$ cat src/rtl/uotf_pkg.sv
// ----------------------------------------------------------------------------
// uotf_pkg
// Shared types and constants for the oversampled UART with receive ring.
// ----------------------------------------------------------------------------
package uotf_pkg;

    // Field widths fixed by the word format.
    localparam int TICKS_W  = 4;
    localparam int BYTE_W   = 8;
    localparam int LEVEL_W  = 5;
    localparam int FRAME_W  = 10;
    localparam int RXTMR_W  = 5;
    localparam int BITCNT_W = 4;

    // Default ring depth.
    localparam int RING_DEPTH_DEF = 16;

    // Frame and filter constants.
    localparam logic [BITCNT_W-1:0] FRAME_BITS = 4'd10;
    localparam logic [BITCNT_W-1:0] DATA_BITS  = 4'd8;
    localparam logic [BYTE_W-1:0]   DROP_BYTE_A = 8'hC2;
    localparam logic [BYTE_W-1:0]   DROP_BYTE_B = 8'h0A;

    // Register reset values.
    localparam logic [TICKS_W-1:0] TPB_RESET   = 4'd3;
    localparam logic               RX_EN_RESET = 1'b1;

    // Command codes.
    typedef enum logic [1:0] {
        CMD_TICK = 2'd0,
        CMD_SEND = 2'd1,
        CMD_POP  = 2'd2
    } t_cmd;

    // Status codes.
    typedef enum logic [1:0] {
        ST_OK    = 2'd0,
        ST_BUSY  = 2'd1,
        ST_EMPTY = 2'd2,
        ST_DROP  = 2'd3
    } t_status;

    // Configuration register indexes.
    typedef enum logic [0:0] {
        CFG_TICKS = 1'b0,
        CFG_RX_EN = 1'b1
    } t_cfg_index;

    // Input word.
    typedef struct packed {
        t_cmd              cmd;
        logic              rx_line;
        logic [BYTE_W-1:0] tx_byte;
    } t_in_word;

    // Output word.
    typedef struct packed {
        logic               tx_line;
        logic               tx_busy;
        logic [BYTE_W-1:0]  rx_byte;
        logic               rx_valid;
        t_status            status;
        logic [LEVEL_W-1:0] rx_level;
    } t_out_word;

    // Transmitter state after an item.
    typedef struct packed {
        logic line;
        logic busy;
        logic refused;
    } t_tx_state;

    // Receiver request to store a byte.
    typedef struct packed {
        logic              valid;
        logic [BYTE_W-1:0] data;
    } t_rx_store;

    // Ring status for the current item.
    typedef struct packed {
        logic dropped;
        logic empty;
        logic popped;
    } t_ring_stat;

    // A zero period is taken as one tick.
    function automatic logic [TICKS_W-1:0] bit_period(input logic [TICKS_W-1:0] tpb);
        bit_period = (tpb == '0) ? TICKS_W'(1) : tpb;
    endfunction

endpackage

$ cat src/rtl/uotf_ram.sv
// ----------------------------------------------------------------------------
// uotf_ram
// Generic single-write, single-read RAM with a registered read port.
// ----------------------------------------------------------------------------
module uotf_ram #(
    parameter int WIDTH = 8,
    parameter int DEPTH = 16
) (
    input  logic                     i_clk,
    input  logic                     i_we,
    input  logic [$clog2(DEPTH)-1:0] i_waddr,
    input  logic [WIDTH-1:0]         i_wdata,
    input  logic                     i_re,
    input  logic [$clog2(DEPTH)-1:0] i_raddr,
    output logic [WIDTH-1:0]         o_rdata
);

    logic [WIDTH-1:0] r_mem [DEPTH];
    logic [WIDTH-1:0] r_rdata;

    // Write port.
    always_ff @(posedge i_clk) begin
        if (i_we) begin
            r_mem[i_waddr] <= i_wdata;
        end
    end

    // Read port; the data holds until the next read.
    always_ff @(posedge i_clk) begin
        if (i_re) begin
            r_rdata <= r_mem[i_raddr];
        end
    end

    assign o_rdata = r_rdata;

endmodule

$ cat src/rtl/uotf_tx.sv
// ----------------------------------------------------------------------------
// uotf_tx
// Transmit serializer: shifts a start, eight data and a stop bit per frame.
// ----------------------------------------------------------------------------
module uotf_tx
    import uotf_pkg::*;
(
    input  logic               i_clk,
    input  logic               i_rst_n,
    input  logic               i_tick,
    input  logic               i_send,
    input  logic [BYTE_W-1:0]  i_byte,
    input  logic [TICKS_W-1:0] i_tpb,
    output t_tx_state          o_state
);

    logic [FRAME_W-1:0]  r_shift, n_shift;
    logic [TICKS_W-1:0]  r_timer, n_timer;
    logic [BITCNT_W-1:0] r_bits_left, n_bits_left;
    logic                r_active, n_active;
    logic                r_level, n_level;
    logic [TICKS_W-1:0]  timer_dec;
    logic [BITCNT_W-1:0] bits_dec;

    assign timer_dec = r_timer - TICKS_W'(1);
    assign bits_dec  = r_bits_left - BITCNT_W'(1);

    // Next state for ticks and sends.
    always_comb begin
        n_shift     = r_shift;
        n_timer     = r_timer;
        n_bits_left = r_bits_left;
        n_active    = r_active;
        n_level     = r_level;
        if (i_tick && r_active) begin
            n_timer = timer_dec;
            if (timer_dec == '0) begin
                n_level     = r_shift[0];
                n_shift     = {1'b0, r_shift[FRAME_W-1:1]};
                n_timer     = bit_period(i_tpb);
                n_bits_left = bits_dec;
                if (bits_dec == '0) begin
                    n_active = 1'b0;
                    n_level  = 1'b1;
                end
            end
        end else if (i_send && !r_active) begin
            n_timer     = bit_period(i_tpb);
            n_bits_left = FRAME_BITS;
            n_shift     = {1'b1, i_byte, 1'b0};
            n_active    = 1'b1;
        end
    end

    // State registers.
    always_ff @(posedge i_clk) begin
        if (!i_rst_n) begin
            r_shift     <= '0;
            r_timer     <= '0;
            r_bits_left <= '0;
            r_active    <= 1'b0;
            r_level     <= 1'b1;
        end else begin
            r_shift     <= n_shift;
            r_timer     <= n_timer;
            r_bits_left <= n_bits_left;
            r_active    <= n_active;
            r_level     <= n_level;
        end
    end

    assign o_state.line    = n_level;
    assign o_state.busy    = n_active;
    assign o_state.refused = i_send && r_active;

`ifndef ASSERT_OFF
    // A running frame always has bits left to send.
    a_active_bits: assert property (@(posedge i_clk) disable iff (!i_rst_n)
        r_active |-> (r_bits_left != '0))
        else $error("transmitter active with no bits left");
`endif

endmodule

$ cat src/rtl/uotf_rx.sv
// ----------------------------------------------------------------------------
// uotf_rx
// Receive deserializer: finds a start level, samples eight bits, waits out
// the stop bit and requests a store of the byte unless it is filtered.
// ----------------------------------------------------------------------------
module uotf_rx
    import uotf_pkg::*;
(
    input  logic               i_clk,
    input  logic               i_rst_n,
    input  logic               i_tick,
    input  logic               i_line,
    input  logic               i_enable,
    input  logic [TICKS_W-1:0] i_tpb,
    output t_rx_store          o_store
);

    logic                r_active, n_active;
    logic                r_wait_stop, n_wait_stop;
    logic [BYTE_W-1:0]   r_shift, n_shift;
    logic [BITCNT_W-1:0] r_bits_left, n_bits_left;
    logic [RXTMR_W-1:0]  r_timer, n_timer;
    logic [RXTMR_W-1:0]  timer_dec;
    logic [BITCNT_W-1:0] bits_dec;
    logic                done;

    assign timer_dec = r_timer - RXTMR_W'(1);
    assign bits_dec  = r_bits_left - BITCNT_W'(1);

    // Next state on a tick while enabled.
    always_comb begin
        n_active    = r_active;
        n_wait_stop = r_wait_stop;
        n_shift     = r_shift;
        n_bits_left = r_bits_left;
        n_timer     = r_timer;
        done        = 1'b0;
        if (i_tick && i_enable) begin
            if (r_wait_stop) begin
                n_timer = timer_dec;
                if (timer_dec == '0) begin
                    n_wait_stop = 1'b0;
                    n_active    = 1'b0;
                    done        = 1'b1;
                end
            end else if (!r_active) begin
                if (!i_line) begin
                    n_active    = 1'b1;
                    n_shift     = '0;
                    n_timer     = RXTMR_W'(bit_period(i_tpb)) + RXTMR_W'(1);
                    n_bits_left = DATA_BITS;
                end
            end else begin
                n_timer = timer_dec;
                if (timer_dec == '0) begin
                    n_timer     = RXTMR_W'(bit_period(i_tpb));
                    n_shift     = {i_line, r_shift[BYTE_W-1:1]};
                    n_bits_left = bits_dec;
                    if (bits_dec == '0) begin
                        n_wait_stop = 1'b1;
                    end
                end
            end
        end
    end

    // State registers.
    always_ff @(posedge i_clk) begin
        if (!i_rst_n) begin
            r_active    <= 1'b0;
            r_wait_stop <= 1'b0;
            r_shift     <= '0;
            r_bits_left <= '0;
            r_timer     <= '0;
        end else begin
            r_active    <= n_active;
            r_wait_stop <= n_wait_stop;
            r_shift     <= n_shift;
            r_bits_left <= n_bits_left;
            r_timer     <= n_timer;
        end
    end

    // Filtered bytes never reach the ring.
    assign o_store.valid = done && (r_shift != DROP_BYTE_A) && (r_shift != DROP_BYTE_B);
    assign o_store.data  = r_shift;

endmodule

$ cat src/rtl/uotf_ring.sv
// ----------------------------------------------------------------------------
// uotf_ring
// Receive ring: pointers and fill count around one RAM. A store and a pop
// never fall in the same item, so the RAM needs no forwarding.
// ----------------------------------------------------------------------------
module uotf_ring
    import uotf_pkg::*;
#(
    parameter int DEPTH = RING_DEPTH_DEF
) (
    input  logic                       i_clk,
    input  logic                       i_rst_n,
    input  t_rx_store                  i_store,
    input  logic                       i_pop,
    output t_ring_stat                 o_stat,
    output logic [$clog2(DEPTH+1)-1:0] o_fill,
    output logic [BYTE_W-1:0]          o_rdata
);

    localparam int PTR_W  = $clog2(DEPTH);
    localparam int FILL_W = $clog2(DEPTH + 1);

    logic [PTR_W-1:0]  r_wptr, n_wptr;
    logic [PTR_W-1:0]  r_rptr, n_rptr;
    logic [FILL_W-1:0] r_fill, n_fill;
    logic              full;
    logic              empty;
    logic              we;
    logic              re;

    assign full  = (r_fill == FILL_W'(DEPTH));
    assign empty = (r_fill == '0);
    assign we    = i_store.valid && !full;
    assign re    = i_pop && !empty;

    // Pointer and count updates.
    always_comb begin
        n_wptr = r_wptr;
        n_rptr = r_rptr;
        n_fill = r_fill;
        if (we) begin
            n_wptr = (r_wptr == PTR_W'(DEPTH - 1)) ? '0 : r_wptr + PTR_W'(1);
            n_fill = r_fill + FILL_W'(1);
        end
        if (re) begin
            n_rptr = (r_rptr == PTR_W'(DEPTH - 1)) ? '0 : r_rptr + PTR_W'(1);
            n_fill = r_fill - FILL_W'(1);
        end
    end

    always_ff @(posedge i_clk) begin
        if (!i_rst_n) begin
            r_wptr <= '0;
            r_rptr <= '0;
            r_fill <= '0;
        end else begin
            r_wptr <= n_wptr;
            r_rptr <= n_rptr;
            r_fill <= n_fill;
        end
    end

    // Byte storage.
    uotf_ram #(
        .WIDTH (BYTE_W),
        .DEPTH (DEPTH)
    ) u_ram (
        .i_clk   (i_clk),
        .i_we    (we),
        .i_waddr (r_wptr),
        .i_wdata (i_store.data),
        .i_re    (re),
        .i_raddr (r_rptr),
        .o_rdata (o_rdata)
    );

    assign o_stat.dropped = i_store.valid && full;
    assign o_stat.empty   = i_pop && empty;
    assign o_stat.popped  = re;
    assign o_fill         = n_fill;

`ifndef ASSERT_OFF
    // The count never passes the depth.
    a_fill_max: assert property (@(posedge i_clk) disable iff (!i_rst_n)
        r_fill <= FILL_W'(DEPTH))
        else $error("ring count above depth");

    // An empty ring has its pointers together.
    a_empty_ptrs: assert property (@(posedge i_clk) disable iff (!i_rst_n)
        (r_fill == '0) |-> (r_wptr == r_rptr))
        else $error("empty ring with pointers apart");

    // A pop and a store never share one item.
    a_no_overlap: assert property (@(posedge i_clk) disable iff (!i_rst_n)
        !(we && re))
        else $error("ring write and read in one cycle");
`endif

endmodule

$ cat src/rtl/oversampled_uart_txrx_fifo.sv
// ----------------------------------------------------------------------------
// oversampled_uart_txrx_fifo
// 8N1 UART paced by oversampling ticks, with a receive ring of bytes.
// ----------------------------------------------------------------------------
// Usage:
// Each input word carries a command: tick, send a byte, or pop a received
// byte. Every accepted word yields exactly one output word holding the
// transmit line, the busy flag, a popped byte, a status code and the ring
// fill level after that command.
// The configuration port writes ticks_per_bit (index 0) and rx_enable
// (index 1); write it only while no word is in flight.
// An accepted word passes the result stage, then the output register. One
// word is accepted per cycle unless the output stalls: the transmitter,
// receiver and ring pointers all update in the accepting cycle, and the
// popped byte arrives from the ring RAM's registered read in the next one.
// A result stage and an output register sit between the sides, so one
// more word is taken while the output is stalled; then ready drops.
// After reset the transmit line is high, both directions are idle, the
// ring is empty, ticks_per_bit is 3 and the receiver is enabled. Ring
// contents are not cleared; only entries written since reset are read.
// ----------------------------------------------------------------------------
module oversampled_uart_txrx_fifo
    import uotf_pkg::*;
#(
    parameter int RING_DEPTH = RING_DEPTH_DEF
) (
    input  logic              i_clk,
    input  logic              i_rst_n,
    input  logic              i_cfg_we,
    input  t_cfg_index        i_cfg_index,
    input  logic [TICKS_W-1:0] i_cfg_data,
    input  logic              i_in_valid,
    output logic              o_in_ready,
    input  t_in_word          i_in,
    output logic              o_out_valid,
    input  logic              i_out_ready,
    output t_out_word         o_out
);

    localparam int FILL_W = $clog2(RING_DEPTH + 1);

    // Result stage contents before the popped byte is attached.
    typedef struct packed {
        logic               tx_line;
        logic               tx_busy;
        logic               rx_valid;
        t_status            status;
        logic [LEVEL_W-1:0] rx_level;
    } t_res_word;

    logic [TICKS_W-1:0] r_tpb;
    logic               r_rx_en;
    logic               r_a_valid;
    t_res_word          r_a, n_a;
    logic               r_o_valid;
    t_out_word          r_o;
    logic               accept;
    logic               a_move;
    logic               do_tick;
    logic               do_send;
    logic               do_pop;
    t_tx_state          tx_state;
    t_rx_store          rx_store;
    t_ring_stat         ring_stat;
    logic [FILL_W-1:0]  fill;
    logic [BYTE_W-1:0]  ram_rdata;

    // Handshake and command decode.
    assign a_move     = r_a_valid && (!r_o_valid || i_out_ready);
    assign o_in_ready = !r_a_valid || a_move;
    assign accept     = i_in_valid && o_in_ready;
    assign do_tick    = accept && (i_in.cmd == CMD_TICK);
    assign do_send    = accept && (i_in.cmd == CMD_SEND);
    assign do_pop     = accept && (i_in.cmd == CMD_POP);

    // Configuration registers.
    always_ff @(posedge i_clk) begin
        if (!i_rst_n) begin
            r_tpb   <= TPB_RESET;
            r_rx_en <= RX_EN_RESET;
        end else if (i_cfg_we) begin
            unique case (i_cfg_index)
                CFG_TICKS: r_tpb   <= i_cfg_data;
                CFG_RX_EN: r_rx_en <= i_cfg_data[0];
                default:   r_tpb   <= r_tpb;
            endcase
        end
    end

    uotf_tx u_tx (
        .i_clk   (i_clk),
        .i_rst_n (i_rst_n),
        .i_tick  (do_tick),
        .i_send  (do_send),
        .i_byte  (i_in.tx_byte),
        .i_tpb   (r_tpb),
        .o_state (tx_state)
    );

    uotf_rx u_rx (
        .i_clk    (i_clk),
        .i_rst_n  (i_rst_n),
        .i_tick   (do_tick),
        .i_line   (i_in.rx_line),
        .i_enable (r_rx_en),
        .i_tpb    (r_tpb),
        .o_store  (rx_store)
    );

    uotf_ring #(
        .DEPTH (RING_DEPTH)
    ) u_ring (
        .i_clk   (i_clk),
        .i_rst_n (i_rst_n),
        .i_store (rx_store),
        .i_pop   (do_pop),
        .o_stat  (ring_stat),
        .o_fill  (fill),
        .o_rdata (ram_rdata)
    );

    // Status and fields of the current word.
    always_comb begin
        n_a.tx_line  = tx_state.line;
        n_a.tx_busy  = tx_state.busy;
        n_a.rx_valid = ring_stat.popped;
        n_a.rx_level = LEVEL_W'(fill);
        case (i_in.cmd)
            CMD_TICK: n_a.status = ring_stat.dropped ? ST_DROP : ST_OK;
            CMD_SEND: n_a.status = tx_state.refused ? ST_BUSY : ST_OK;
            CMD_POP:  n_a.status = ring_stat.empty ? ST_EMPTY : ST_OK;
            default:  n_a.status = ST_OK;
        endcase
    end

    // Result stage: holds the word while the RAM read data is registered.
    always_ff @(posedge i_clk) begin
        if (!i_rst_n) begin
            r_a_valid <= 1'b0;
        end else if (accept) begin
            r_a_valid <= 1'b1;
        end else if (a_move) begin
            r_a_valid <= 1'b0;
        end
    end

    always_ff @(posedge i_clk) begin
        if (accept) begin
            r_a <= n_a;
        end
    end

    // Output register.
    always_ff @(posedge i_clk) begin
        if (!i_rst_n) begin
            r_o_valid <= 1'b0;
        end else if (a_move) begin
            r_o_valid <= 1'b1;
        end else if (i_out_ready) begin
            r_o_valid <= 1'b0;
        end
    end

    always_ff @(posedge i_clk) begin
        if (a_move) begin
            r_o.tx_line  <= r_a.tx_line;
            r_o.tx_busy  <= r_a.tx_busy;
            r_o.rx_byte  <= r_a.rx_valid ? ram_rdata : '0;
            r_o.rx_valid <= r_a.rx_valid;
            r_o.status   <= r_a.status;
            r_o.rx_level <= r_a.rx_level;
        end
    end

    assign o_out_valid = r_o_valid;
    assign o_out       = r_o;

`ifndef ASSERT_OFF
    // With both stages full and the output stalled, no word may enter.
    a_full_stall: assert property (@(posedge i_clk) disable iff (!i_rst_n)
        (r_a_valid && r_o_valid && !i_out_ready) |-> !o_in_ready)
        else $error("word accepted while both stages are held");
`endif

endmodule
$ cat config.mk
export PLATFORM = sky130hd
export DESIGN_NAME = oversampled_uart_txrx_fifo
export DESIGN_NICKNAME = d
export VERILOG_FILES = /design/src/rtl/uotf_pkg.sv /design/src/rtl/uotf_ram.sv /design/src/rtl/uotf_tx.sv /design/src/rtl/uotf_rx.sv /design/src/rtl/uotf_ring.sv /design/src/rtl/oversampled_uart_txrx_fifo.sv
export SDC_FILE = /design/constraint.sdc
export NUM_CORES = 1
export LEC_CHECK = 0
export BUFFER_PORTS_ARGS = -buffer_cell sky130_fd_sc_hd__buf_2
export CORE_MARGIN = 2
export CORE_UTILIZATION = 55
export CTS_CLUSTER_SIZE = 40
export DETAILED_ROUTE_END_ITERATION = 7
export PLACE_DENSITY = 0.82
export SYNTH_ARGS = -nofsm -noshare
export SYNTH_HDL_FRONTEND = slang
export SYNTH_HIERARCHICAL = 1
export SYNTH_SLANG_ARGS = --single-unit
$ cat constraint.sdc
create_clock -name i_clk -period 4.2 [get_ports i_clk]
set_input_delay 1.26 -clock i_clk [delete_from_list [all_inputs] [get_ports i_clk]]
set_output_delay 1.26 -clock i_clk [all_outputs]
set_load 0.05 [all_outputs]
# After elaboration in Yosys (flattened, before gate mapping)

Memory sizes are Yosys's and may differ from the RTL's. A register that Yosys moved wholly into a read port is not among the register bits.
Cells that the tools add are included.

Memories kept: 1
Memory bits (writable): 128
Register bits: 87
Logic and storage cells: 143
Input bits: 21

Reduce and logical (&&, ||, !) cells: 38
Mux-type cells: 53
Add/sub/neg operators: 9
Bitwise logic cells: 2
Eq/ne operators: 12

Memory list:

| name               | depth | width | rd ports | clocked after Yosys merged registers in | wr ports | RTL line       | source |
|---|---|---|---|---|---|---|---|
| u_ring.u_ram.r_mem | 16    | 8     | 1        | 1                                       | 1        | uotf_ram.sv:18 | `logic [WIDTH-1:0] r_mem [DEPTH];` |

Operators by type and width:

| operator                                          | number |
|---|---|
| two-way mux 4 bit                                 | 12 |
| two-way mux 10 bit                                | 3 |
| two-way mux 5 bit                                 | 6 |
| two-way mux 1 bit                                 | 26 |
| two-way mux 8 bit                                 | 3 |
| logical NOT 4 bit                                 | 4 |
| logical AND 1 bit                                 | 15 |
| subtractor 4 x 1 -> 4 bit (second input constant) | 3 |
| logical NOT 5 bit                                 | 2 |
| AND reduction 2 bit                               | 5 |
| subtractor 5 x 1 -> 5 bit (second input constant) | 2 |
| adder 4 x 1 -> 4 bit (second input constant)      | 2 |
| == test 4 bit (second input constant)             | 2 |
| != test 8 x 4 -> 1 bit (second input constant)    | 1 |
| != test 8 bit (second input constant)             | 1 |
| != test 2 bit (second input constant)             | 3 |
| case mux 2 bit (3 select lines)                   | 1 |
| nonzero test 2 bit                                | 3 |
| adder 4 x 1 -> 5 bit (second input constant)      | 1 |
| adder 5 x 1 -> 5 bit (second input constant)      | 1 |
| == test 5 bit (second input constant)             | 1 |
| logical NOT 1 bit                                 | 5 |
| two-way mux 2 bit                                 | 2 |
| AND reduction 4 bit                               | 1 |
| 7 further kinds                                   | 9 |

# Longest topological paths before layout

Gate-level depths: netlist of run 1.

Word-level depth: 13
Depth in mapped cells: 10
Mapped depth without buffers: 9

# Cells and area by module

Netlist of run 1, hierarchy kept.

Modules (own cells, without submodules):

| module                     | cells each | instances | area each (um^2) | sequential area each (um^2) |
|---|---|---|---|---|
| uotf_ram                   | 229        | 1         | 5227.5           | 4083.9 |
| oversampled_uart_txrx_fifo | 74         | 1         | 1261.2           | 980.9 |
| uotf_rx                    | 140        | 1         | 1214.9           | 380.4 |
| uotf_tx                    | 138        | 1         | 1123.6           | 400.4 |
| uotf_ring                  | 89         | 1         | 809.5            | 260.2 |

# Worst setup path after synthesis of run 1

OpenSTA, ideal clock, no wires.

Path kind: input to register
Start: in i_out_ready
End: mem u_ring.u_ram.r_mem[0][0], enable pin
Stages on the path: 9
Setup time: 383 ps
Path slack: -171 ps
Data arrival time: 3987 ps
Cell sequence: and3b_2 nor4b_2 and2_1 clkbuf_1 and4_1 nand2_1 inv_1 or3b_2 nor3_1

RTL lines:

| element     | RTL line                         | source |
|---|---|---|
| from (decl) | oversampled_uart_txrx_fifo.sv:36 | `input logic i_out_ready,` |
| to (decl)   | uotf_ram.sv:18                   |  |

==> impl_metrics.ini, run 1 <==
[layout]
finalNetCount = 759
area_delta_synth_final_pct = 11.7
layout-drive-gt1-share = 0.189
n_antenna_cell = 0
final_area_um2 = 10800
nFillCells = 1163

[placement]
io_buffers = 40
pre_cts_ws_ns = 0.500
gp_congestion = 0.854
detailed_place_hpwl_um = 12600
dpl-instance-area_um2 = 10100

[route]
wl_um = 19200
wire_per_inst_um = 19.9
drt_iter0_markers = 726
routed_via_density = 6.13
met1Wirelength_um = 8030
dr.max_layer_used = met4
vias = 5911
antenna_left = 0
wl_met3_um = 1370
firstDrtPassIters = 6
drc_errors = 0
dr_wl_met2_um = 9190

[critical_path]
crit_chain = buf_2 > and3b_2 > nor4b_2 > and2_1 > and4_1 > nand2_1 > inv_1 > or3b_2 > nor3_2 > buf_4
path_max_fanout = 8
crit_type = in -> reg
critPathMaxStageDelay_ns = 0.50
crit_slowest_cell = or3b_2
startpoint_type = input pin
crit_required_ns = 4.40
path_delay_family = simple AND/OR/NAND/NOR gates
arrival_ns = 3.41
crit_path_end_kind = register
crit_buf_inv = 3

[floorplanning]
start_util = 0.559
fp.dieH_um = 136
rows = 48
die_area_um2 = 18600
num_io_pins = 41
die_x_um = 136
core_area_um2 = 17200

[timing]
maxSlewViolCount = 0
finalHoldViolations = 0
hold_slack_ns = 0.418
maxClockFrequency_mhz = 311
tightestPinTransition_ns = 1.12
fin_worst_skew_ns = 0.00889
slew_headroom = 0.255
final-setup-viol-count = 0
setup_slack_ns = 0.989
period_needed_ns = 3.21
grt_setup_unrepaired = false
fin_crit_sh = 0.765
setup_tns_ns = 0

[yosys]
synth-compound-area-share = 0.0918
synth-simple-area-share = 0.127
synth.top_cell.area_share = 0.511
ys_top_cells_by_count = edfxtp_1 (164), dfxtp_1 (59), nand2_1 (59), nor2_1 (34), nand3_1 (20)
seq_area_frac_synth = 0.634
netlist_area_um2 = 9640
synth_warnings = 6
async_reset_ff_frac = 0
ys_seq_elements = 223
yosys.area.top_type = edfxtp_1
synth_top_family_by_area = simple AND/OR/NAND/NOR gates
avgSynthCellArea_um2 = 14.4
synthDistinctLibCells = 81
yosys.area_share.adder = 0.0169
synthCells = 670
synth-edff-count = 164
synth_ff_type = edfxtp_1
post-synth-top-count-cell = edfxtp_1
synth_xor_area_frac = 0.00909
yosys-top-cells-area = edfxtp_1 (51%), dfxtp_1 (12%), mux4_2 (4.2%)
syn_nets = 704
synthMuxAreaShare = 0.0918

[cts]
cts-root-buf = clkbuf_16
cts.sinks = 223
clk_pin_slew_ns = 0.06
clkLatencyLatePin_ns = 0.49
htree_levels = 1
cts_resized = 0
cts_max_path_buffers = 3
postCtsHoldBufs = 0
cts_tree = yes
cts_buffers = 21
postCtsSetupBuffers = 0

[global_routing]
grt_pass1_vias = 5604
overflow = 0
grt_first_pass_wirelength_um = 30000
grt_start_max_net_pins = 55
antenna_found_initial = 0
grt_usage = 0.210

[power_and_ir_drop]
total_leakage_power_nw = 3.84
power_density_nw_per_um2 = 404
ir_drop_uv = 249
finalPower_w = 0.00435

[flow_run]
drv_cap = 0

[status]
status = finished, final reports clean

[worst_hold_path]
hp-class = reg -> reg
[kinds of logic (layout without fill, tap and decap cells)]
group,Yosys count,in the layout
flip-flops,223,223
XOR/XNOR,10,10
adder cells (fa/ha/maj),13,13
AND/OR/NAND/NOR,213,213
buffers and inverters,53,122
multiplexers,43,43
AO/OA/AOI/OAI,115,115
[flip-flops by register name, summed over array words and instances (netlist names), 4 cells and up]
name and count:
u_ring/r_fill 5, u_tx/r_timer 4, r_tpb 4, o_out 18
u_tx/r_bits_left 4, u_rx/r_timer 5, u_ring/u_ram/r_mem 128, u_rx/r_shift 8
r_a 10, u_tx/r_shift 10, u_ring/r_wptr 4, u_ring/u_ram/o_rdata 8
u_ring/r_rptr 4, u_rx/r_bits_left 4
[per-layer routing]
metal,global-route usage,vias up
li1,-,2710
met1,0.295,2905
met2,0.330,247
met3,0.0377,49
met4,0.0775,0
met5,0,-
[worst register-to-register path: stages (launching register included)]
cell,delay [ns]
dfxtp_1,0.44
inv_1,0.13
ha_1,0.26
xnor2_1,0.26
nor4b_4,0.24
buf_4,0.24
and4_1,0.26
nand2_1,0.11
inv_1,0.09
or3b_2,0.50
nor3_2,0.13
buf_4,0.18
[power breakdown]
part           internal, W  leakage (nW)  switching (W)
Combinational    0.0000563          1.54      0.0000983
Sequential         0.00236          1.98      0.0000216
Clock              0.00107         0.323       0.000742
[path summary, 6_finish.rpt]
| path | depth (start not counted) | from | slack [ns] | end |
|---|---|---|---|---|
| max | 10 | i_out_ready | 0.99 | u_ring/u_ram/r_mem[0][2] |
| min | 0 | r_a[2] | 0.42 | o_out[2] |
| max reg2reg | 11 | u_rx/r_timer[0] | 1.08 | u_ring/u_ram/r_mem[0][2] |
| min reg2reg | 0 | r_a[2] | 0.42 | o_out[2] |
[cell usage in the layout, fill, tap and decap left out, types with 7 or more instances in the layout]
master / netlist / layout
a22oi_1: 16 / 16
nand2_1: 59 / 59
xnor2_1: 7 / 7
a21boi_0: 9 / 9
nor2b_1: 7 / 7
nor3_1: 10 / 9
nor2_1: 34 / 34
mux2i_1: 10 / 10
o21ai_0: 12 / 12
o211a_1: 8 / 8
a22o_1: 9 / 9
mux4_2: 18 / 18
ha_1: 13 / 13
mux4_1: 14 / 14
dfxtp_1: 59 / 58
inv_1: 19 / 19
buf_4: 5 / 25
buf_2: 7 / 40
edfxtp_1: 164 / 164
nand3_1: 20 / 20
and2_1: 17 / 17
nand4_1: 9 / 9
clkbuf_16: 0 / 21
nand3b_1: 7 / 7
a21oi_1: 12 / 12
nand2b_1: 11 / 11
o211ai_1: 8 / 8
[layout make-up]
class                   count  area, um^2  area share
well taps                 225         282      0.0261
multi-input cells         394        3250       0.302
clock buffers              32         617      0.0573
clock inverters             5        47.5     0.00442
flip-flops and latches    223        6110       0.567
inverters                  20        77.6     0.00721
repair buffers             65         388      0.0360
[stage by stage]
step | util | instances
after floorplan | - | 670
after global placement | 0.586 | 927
after detailed placement | 0.586 | 927
after CTS | 0.625 | 964
after global routing | 0.625 | 964
final | 0.625 | 964
No activity file was read; power rests on OpenSTA's default activity.
==> run 2: changes to the inputs <==
==> constraint.sdc (replaced) <==
create_clock -name i_clk -period 2.9 [get_ports i_clk]
set_input_delay 0.87 -clock i_clk [delete_from_list [all_inputs] [get_ports i_clk]]
set_output_delay 0.87 -clock i_clk [all_outputs]
set_load 0.05 [all_outputs]
==> impl_metrics.ini, run 2 (synthesis results as in run 1) <==
[floorplanning]
start_util = 0.559
die_x_um = 136
num_io_pins = 41
fp.dieH_um = 136
die_area_um2 = 18600
core_area_um2 = 17200
rows = 48

[power_and_ir_drop]
pwr-share-seq = 0.513
power_density_nw_per_um2 = 601
power_frac_clock = 0.451
p_sw_w = 0.00137
ir_drop_uv = 463
switching_share = 0.204
total_leakage_power_nw = 4.01
p_int_w = 0.00536
p_comb_frac = 0.036

[critical_path]
crit_chain = inv_1 > ha_1 > xnor2_1 > nor4b_4 > and4_4 > nand2_4 > inv_4 > buf_4 > nand3b_1 > buf_4 > nor3_4 > buf_12
crit_required_ns = 3.12
crit_end = u_ring/u_ram/r_mem[4][5]
arrival_ns = 2.91
crit_path_end_kind = register
ff2ff_path_depth = 12
startpoint_type = register
crit_type = reg -> reg
path_max_fanout = 8
ff2ff_setup_slack_ns = 0.21
timing.rr.end = u_ring/u_ram/r_mem[4][5]
crit_top_cell = buf_4
cp_num_cells = 12
critPathMaxStageDelay_ns = 0.34
crit_slowest_cell = dfxtp_1
crit-reg2reg-launch = u_rx/r_timer[0]
crit_start = u_rx/r_timer[0]
crit_buf_inv = 5
path_delay_family = simple AND/OR/NAND/NOR gates

[layout]
finalNetCount = 782
final_common_cell = edfxtp_1
layout-drive-gt1-share = 0.242
largest_register = u_ring/u_ram/r_mem
final_cell_mix = edfxtp_1 (164), nand2_1 (58), dfxtp_1 (57), buf_4 (44), buf_2 (40)
nFillCells = 1139
seq_area_um2 = 6110
final_area_um2 = 11200
n_antenna_cell = 0
area_delta_synth_final_pct = 16.2
multi_input_area_um2 = 3380
largest_reg_flops = 128

[timing]
tightestPinTransition_ns = 0.836
maxSlewViolCount = 0
fin_worst_skew_ns = 0.0212
grt_setup_unrepaired = false
finalHoldViolations = 0
final-setup-viol-count = 0
period_needed_ns = 2.69
setup_slack_ns = 0.206
slew_headroom = 0.442
fin_crit_sh = 0.929
maxClockFrequency_mhz = 371

[cts]
clkLatencyLatePin_ns = 0.51
cts_tree = yes
cts.sinks = 223
htree_levels = 1
cts-root-buf = clkbuf_16
clk_pin_slew_ns = 0.06
cts_buffers = 23
cts_max_path_buffers = 3

[route]
drc_errors = 0
drt_iter0_markers = 530
vias = 6168
wl_um = 21300
wire_per_inst_um = 21.6
routed_via_density = 6.23
firstDrtPassIters = 5
antenna_left = 0

[worst_hold_path]
hp-class = reg -> reg

[global_routing]
overflow = 0
antenna_found_initial = 0
grt_start_max_net_pins = 59
grt_pass1_vias = 6111
grt_first_pass_wirelength_um = 33200
grt_usage = 0.234

[placement]
dpl-instance-area_um2 = 10400
pre_cts_ws_ns = -0.332
io_buffers = 40
detailed_place_hpwl_um = 13700
gp_congestion = 0.914

[flow_run]
drv_cap = 0

[status]
status = finished, final reports clean
## run 2: changes by cell type in the layout (fill, tap and decap cells not counted), sizes merged
cell,before,now
buf,65,86
bufinv,1,4
clkbuf,32,30
clkinv,3,6
inv,20,21
## run 2: per-stage QoR
step	cells	hold slack, ns	utilization	TNS [ns]	power (W)
2_1_floorplan	670	0.400	-	-28.81	0.00368
6_report	990	0.418	0.650	0	0.00673
3_5_place_dp	946	0.406	0.604	-21.51	0.00376
3_3_place_gp	946	0.401	0.604	-11.70	0.00374
4_1_cts	988	0.420	0.649	0	0.00676
5_1_grt	990	0.429	0.650	0	0.00692
## run 2: final cells by class
type                       instances  share of cell area
clock inverter                    12              0.0146
inverter                          20             0.00715
timing repair buffer              86              0.0510
tap                              225              0.0251
multi-input combinational        394               0.302
sequential                       223               0.546
clock buffer                      30              0.0546
## run 2: what timing repair did
action	in CTS	in global routing
endpoints found under the setup margin	0	18
hold buffers	0	0
gates resized for setup	0	1
buffers inserted	0	2
## run 2: power by group through the flow
stage	sequential, W	clock, W	combinational (W)
finish	0.00345	0.00304	0.000241
global route	0.00346	0.00321	0.000260
CTS	0.00345	0.00307	0.000239
detailed placement	0.00352	0	0.000235
global placement	0.00352	0	0.000227
floorplan	0.00355	0	0.000129
## run 2: worst min path at each step
stage / depth (start not counted) / slack (ns) / from / endpoint
final: 0 / 0.42 / r_a[5] / o_out[5]
after CTS: 0 / 0.42 / r_a[8] / o_out[16]
after detailed placement: 0 / 0.41 / r_a[2] / o_out[2]
after floorplan: 0 / 0.40 / r_a[0] / o_out[0]
after global placement: 0 / 0.40 / r_a[9] / o_out[17]
after global routing: 0 / 0.43 / r_a[8] / o_out[16]
## run 2: routing by layer
layer  track usage  share of wire
met1         0.312           0.40
met2         0.391           0.50
met3        0.0350          0.065
met4        0.0862          0.029
met5             0              0
## run 2: worst register-to-register path: cells and delay by family, from the launching register on
family / cells / cell delay, ns
and+or+nand+nor: 5 / 0.93
DFF: 1 / 0.34
adders and majority gates: 1 / 0.27
buffers and inverters: 5 / 0.66
xor gates and xnor gates: 1 / 0.20
==> run 3: changes to the inputs <==
--- a/config.mk
+++ b/config.mk
@@ -7,10 +7,11 @@
 export LEC_CHECK = 0
 export BUFFER_PORTS_ARGS = -buffer_cell sky130_fd_sc_hd__buf_2
 export CORE_MARGIN = 2
-export CORE_UTILIZATION = 55
+export CORE_UTILIZATION = 58
+export CTS_BUF_LIST = sky130_fd_sc_hd__clkbuf_8
 export CTS_CLUSTER_SIZE = 40
 export DETAILED_ROUTE_END_ITERATION = 7
-export PLACE_DENSITY = 0.82
+export PLACE_DENSITY = 0.86
 export SYNTH_ARGS = -nofsm -noshare
 export SYNTH_HDL_FRONTEND = slang
 export SYNTH_HIERARCHICAL = 1
==> impl_metrics.ini, run 3 (synthesis results as in run 1) <==
[status]
status = finished, final reports clean

[placement]
detailed_place_hpwl_um = 13900
pre_cts_ws_ns = -0.329
gp_congestion = 0.870
io_buffers = 40

[critical_path]
arrival_ns = 3.06
path_max_fanout = 8
startpoint_type = register
crit_path_end_kind = register
crit_required_ns = 3.11
crit-reg2reg-launch = u_rx/r_timer[1]
crit_type = reg -> reg
crit_start = u_rx/r_timer[1]

[power_and_ir_drop]
power_density_nw_per_um2 = 566
switching_share = 0.218
total_leakage_power_nw = 4.01
p_sw_w = 0.00137
power_frac_clock = 0.412
p_int_w = 0.00492
pwr-share-seq = 0.550
p_comb_frac = 0.038
ir_drop_uv = 291

[timing]
fin_crit_sh = 0.983
slew_headroom = 0.496
finalHoldViolations = 0
maxClockFrequency_mhz = 351
setup_slack_ns = 0.0505
fin_worst_skew_ns = 0.0290
period_needed_ns = 2.85
maxSlewViolCount = 0
final-setup-viol-count = 0
tightestPinTransition_ns = 0.755

[cts]
clk_pin_slew_ns = 0.06
cts_tree = yes
cts.sinks = 223
cts_buffers = 36
htree_levels = 2
cts-root-buf = clkbuf_8
postCtsHoldBufs = 0
cts_max_path_buffers = 3
clkLatencyLatePin_ns = 0.52

[layout]
n_antenna_cell = 0
nFillCells = 1028
final_cell_mix = edfxtp_1 (164), nand2_1 (58), dfxtp_1 (58), buf_2 (40), clkbuf_8 (38)
final_common_cell = edfxtp_1
largest_register = u_ring/u_ram/r_mem
area_delta_synth_final_pct = 15.2
layout-drive-gt1-share = 0.249
final_core_util = 0.677
largest_reg_flops = 128
finalNetCount = 790

[global_routing]
antenna_found_initial = 0
overflow = 0
grt_start_max_net_pins = 37
grt_usage = 0.237
grt_first_pass_wirelength_um = 32700
grt_pass1_vias = 6220

[route]
wire_per_inst_um = 20.7
drc_errors = 0
routed_via_density = 6.19
vias = 6213
drt_iter0_markers = 774
antenna_left = 0
firstDrtPassIters = 5
wl_um = 20700

[floorplanning]
start_util = 0.587
fp.dieH_um = 133
die_x_um = 133
num_io_pins = 41
core_area_um2 = 16400
die_area_um2 = 17700
rows = 47

[worst_hold_path]
hp-class = reg -> reg
hold_path_startpoint = r_a[2]

[flow_run]
drv_cap = 0
-- run 3: changes by cell type in the layout (fill, tap and decap cells not counted), moves of 2 or more --
cell,previous run,this run
clkinv_1,2,6
buf_4,44,37
inv_1,18,28
clkinv_2,4,7
bufinv_16,4,2
clkbuf_1,6,0
clkbuf_16,23,0
buf_12,2,4
clkbuf_8,1,38
-- run 3: path summary, 6_finish.rpt --
| kind | cells past startpoint | endpoint | slack, ns |
|---|---|---|---|
| min | 0 | o_out[2] | 0.42 |
| min reg2reg | 0 | o_out[2] | 0.42 |
| max reg2reg | 10 | u_ring/u_ram/r_mem[0][1] | 0.05 |
| max | 10 | u_ring/u_ram/r_mem[0][1] | 0.05 |
-- run 3: what timing repair did --
action | 4_1_cts | 5_1_grt
setup buffers | 0 | 1
setup endpoints to repair | 3 | 68
gates resized for setup | 0 | 1
pin swaps | 1 | 1
-- run 3: worst max-delay path, stage by stage (launching register included) --
cell and delay (ns):
dfxtp_1 0.44, inv_1 0.10, ha_1 0.26, xnor2_2 0.19
nor4b_4 0.32, and4_4 0.31, nand2_4 0.06, inv_4 0.05
or3b_4 0.42, nor3_4 0.23, buf_12 0.15
-- run 3: layer usage --
metal / vias up / share of wire / global-route usage / wire length [um]
li1: 2776 / - / - / -
met1: 3036 / 0.38 / 0.301 / 7940
met2: 346 / 0.50 / 0.398 / 10400
met3: 55 / 0.078 / 0.0487 / 1620
met4: 0 / 0.035 / 0.102 / 725
met5: - / 0 / 0 / 0
-- run 3: cell type report --
cell class	instances	area, um^2	area share
tap	220	275	0.0248
clock inverter	27	171	0.0154
sequential	223	6110	0.550
clock buffer	38	523	0.0471
inverter	20	80.1	0.00721
multi-input combinational	394	3390	0.305
timing repair buffer	81	558	0.0503
-- run 3: power by group through the flow --
stage          sequential [W]  combinational [W]  clock, W
6_report              0.00345           0.000240   0.00259
5_1_grt               0.00346           0.000258   0.00277
4_1_cts               0.00345           0.000236   0.00264
3_5_place_dp          0.00352           0.000235         0
3_3_place_gp          0.00352           0.000225         0
2_1_floorplan         0.00355           0.000129         0
-- run 3: stage by stage --
stage          TNS, ns  cell area (um^2)  std cells  hold WS (ns)  power (W)
6_report             0             11100       1003         0.420    0.00628
5_1_grt         -0.253             11100       1003         0.427    0.00648
4_1_cts              0             11100       1002         0.423    0.00633
3_5_place_dp    -21.09             10400        937         0.408    0.00376
3_3_place_gp    -11.94             10400        937         0.402    0.00374
2_1_floorplan   -28.81              9790        670         0.400    0.00368
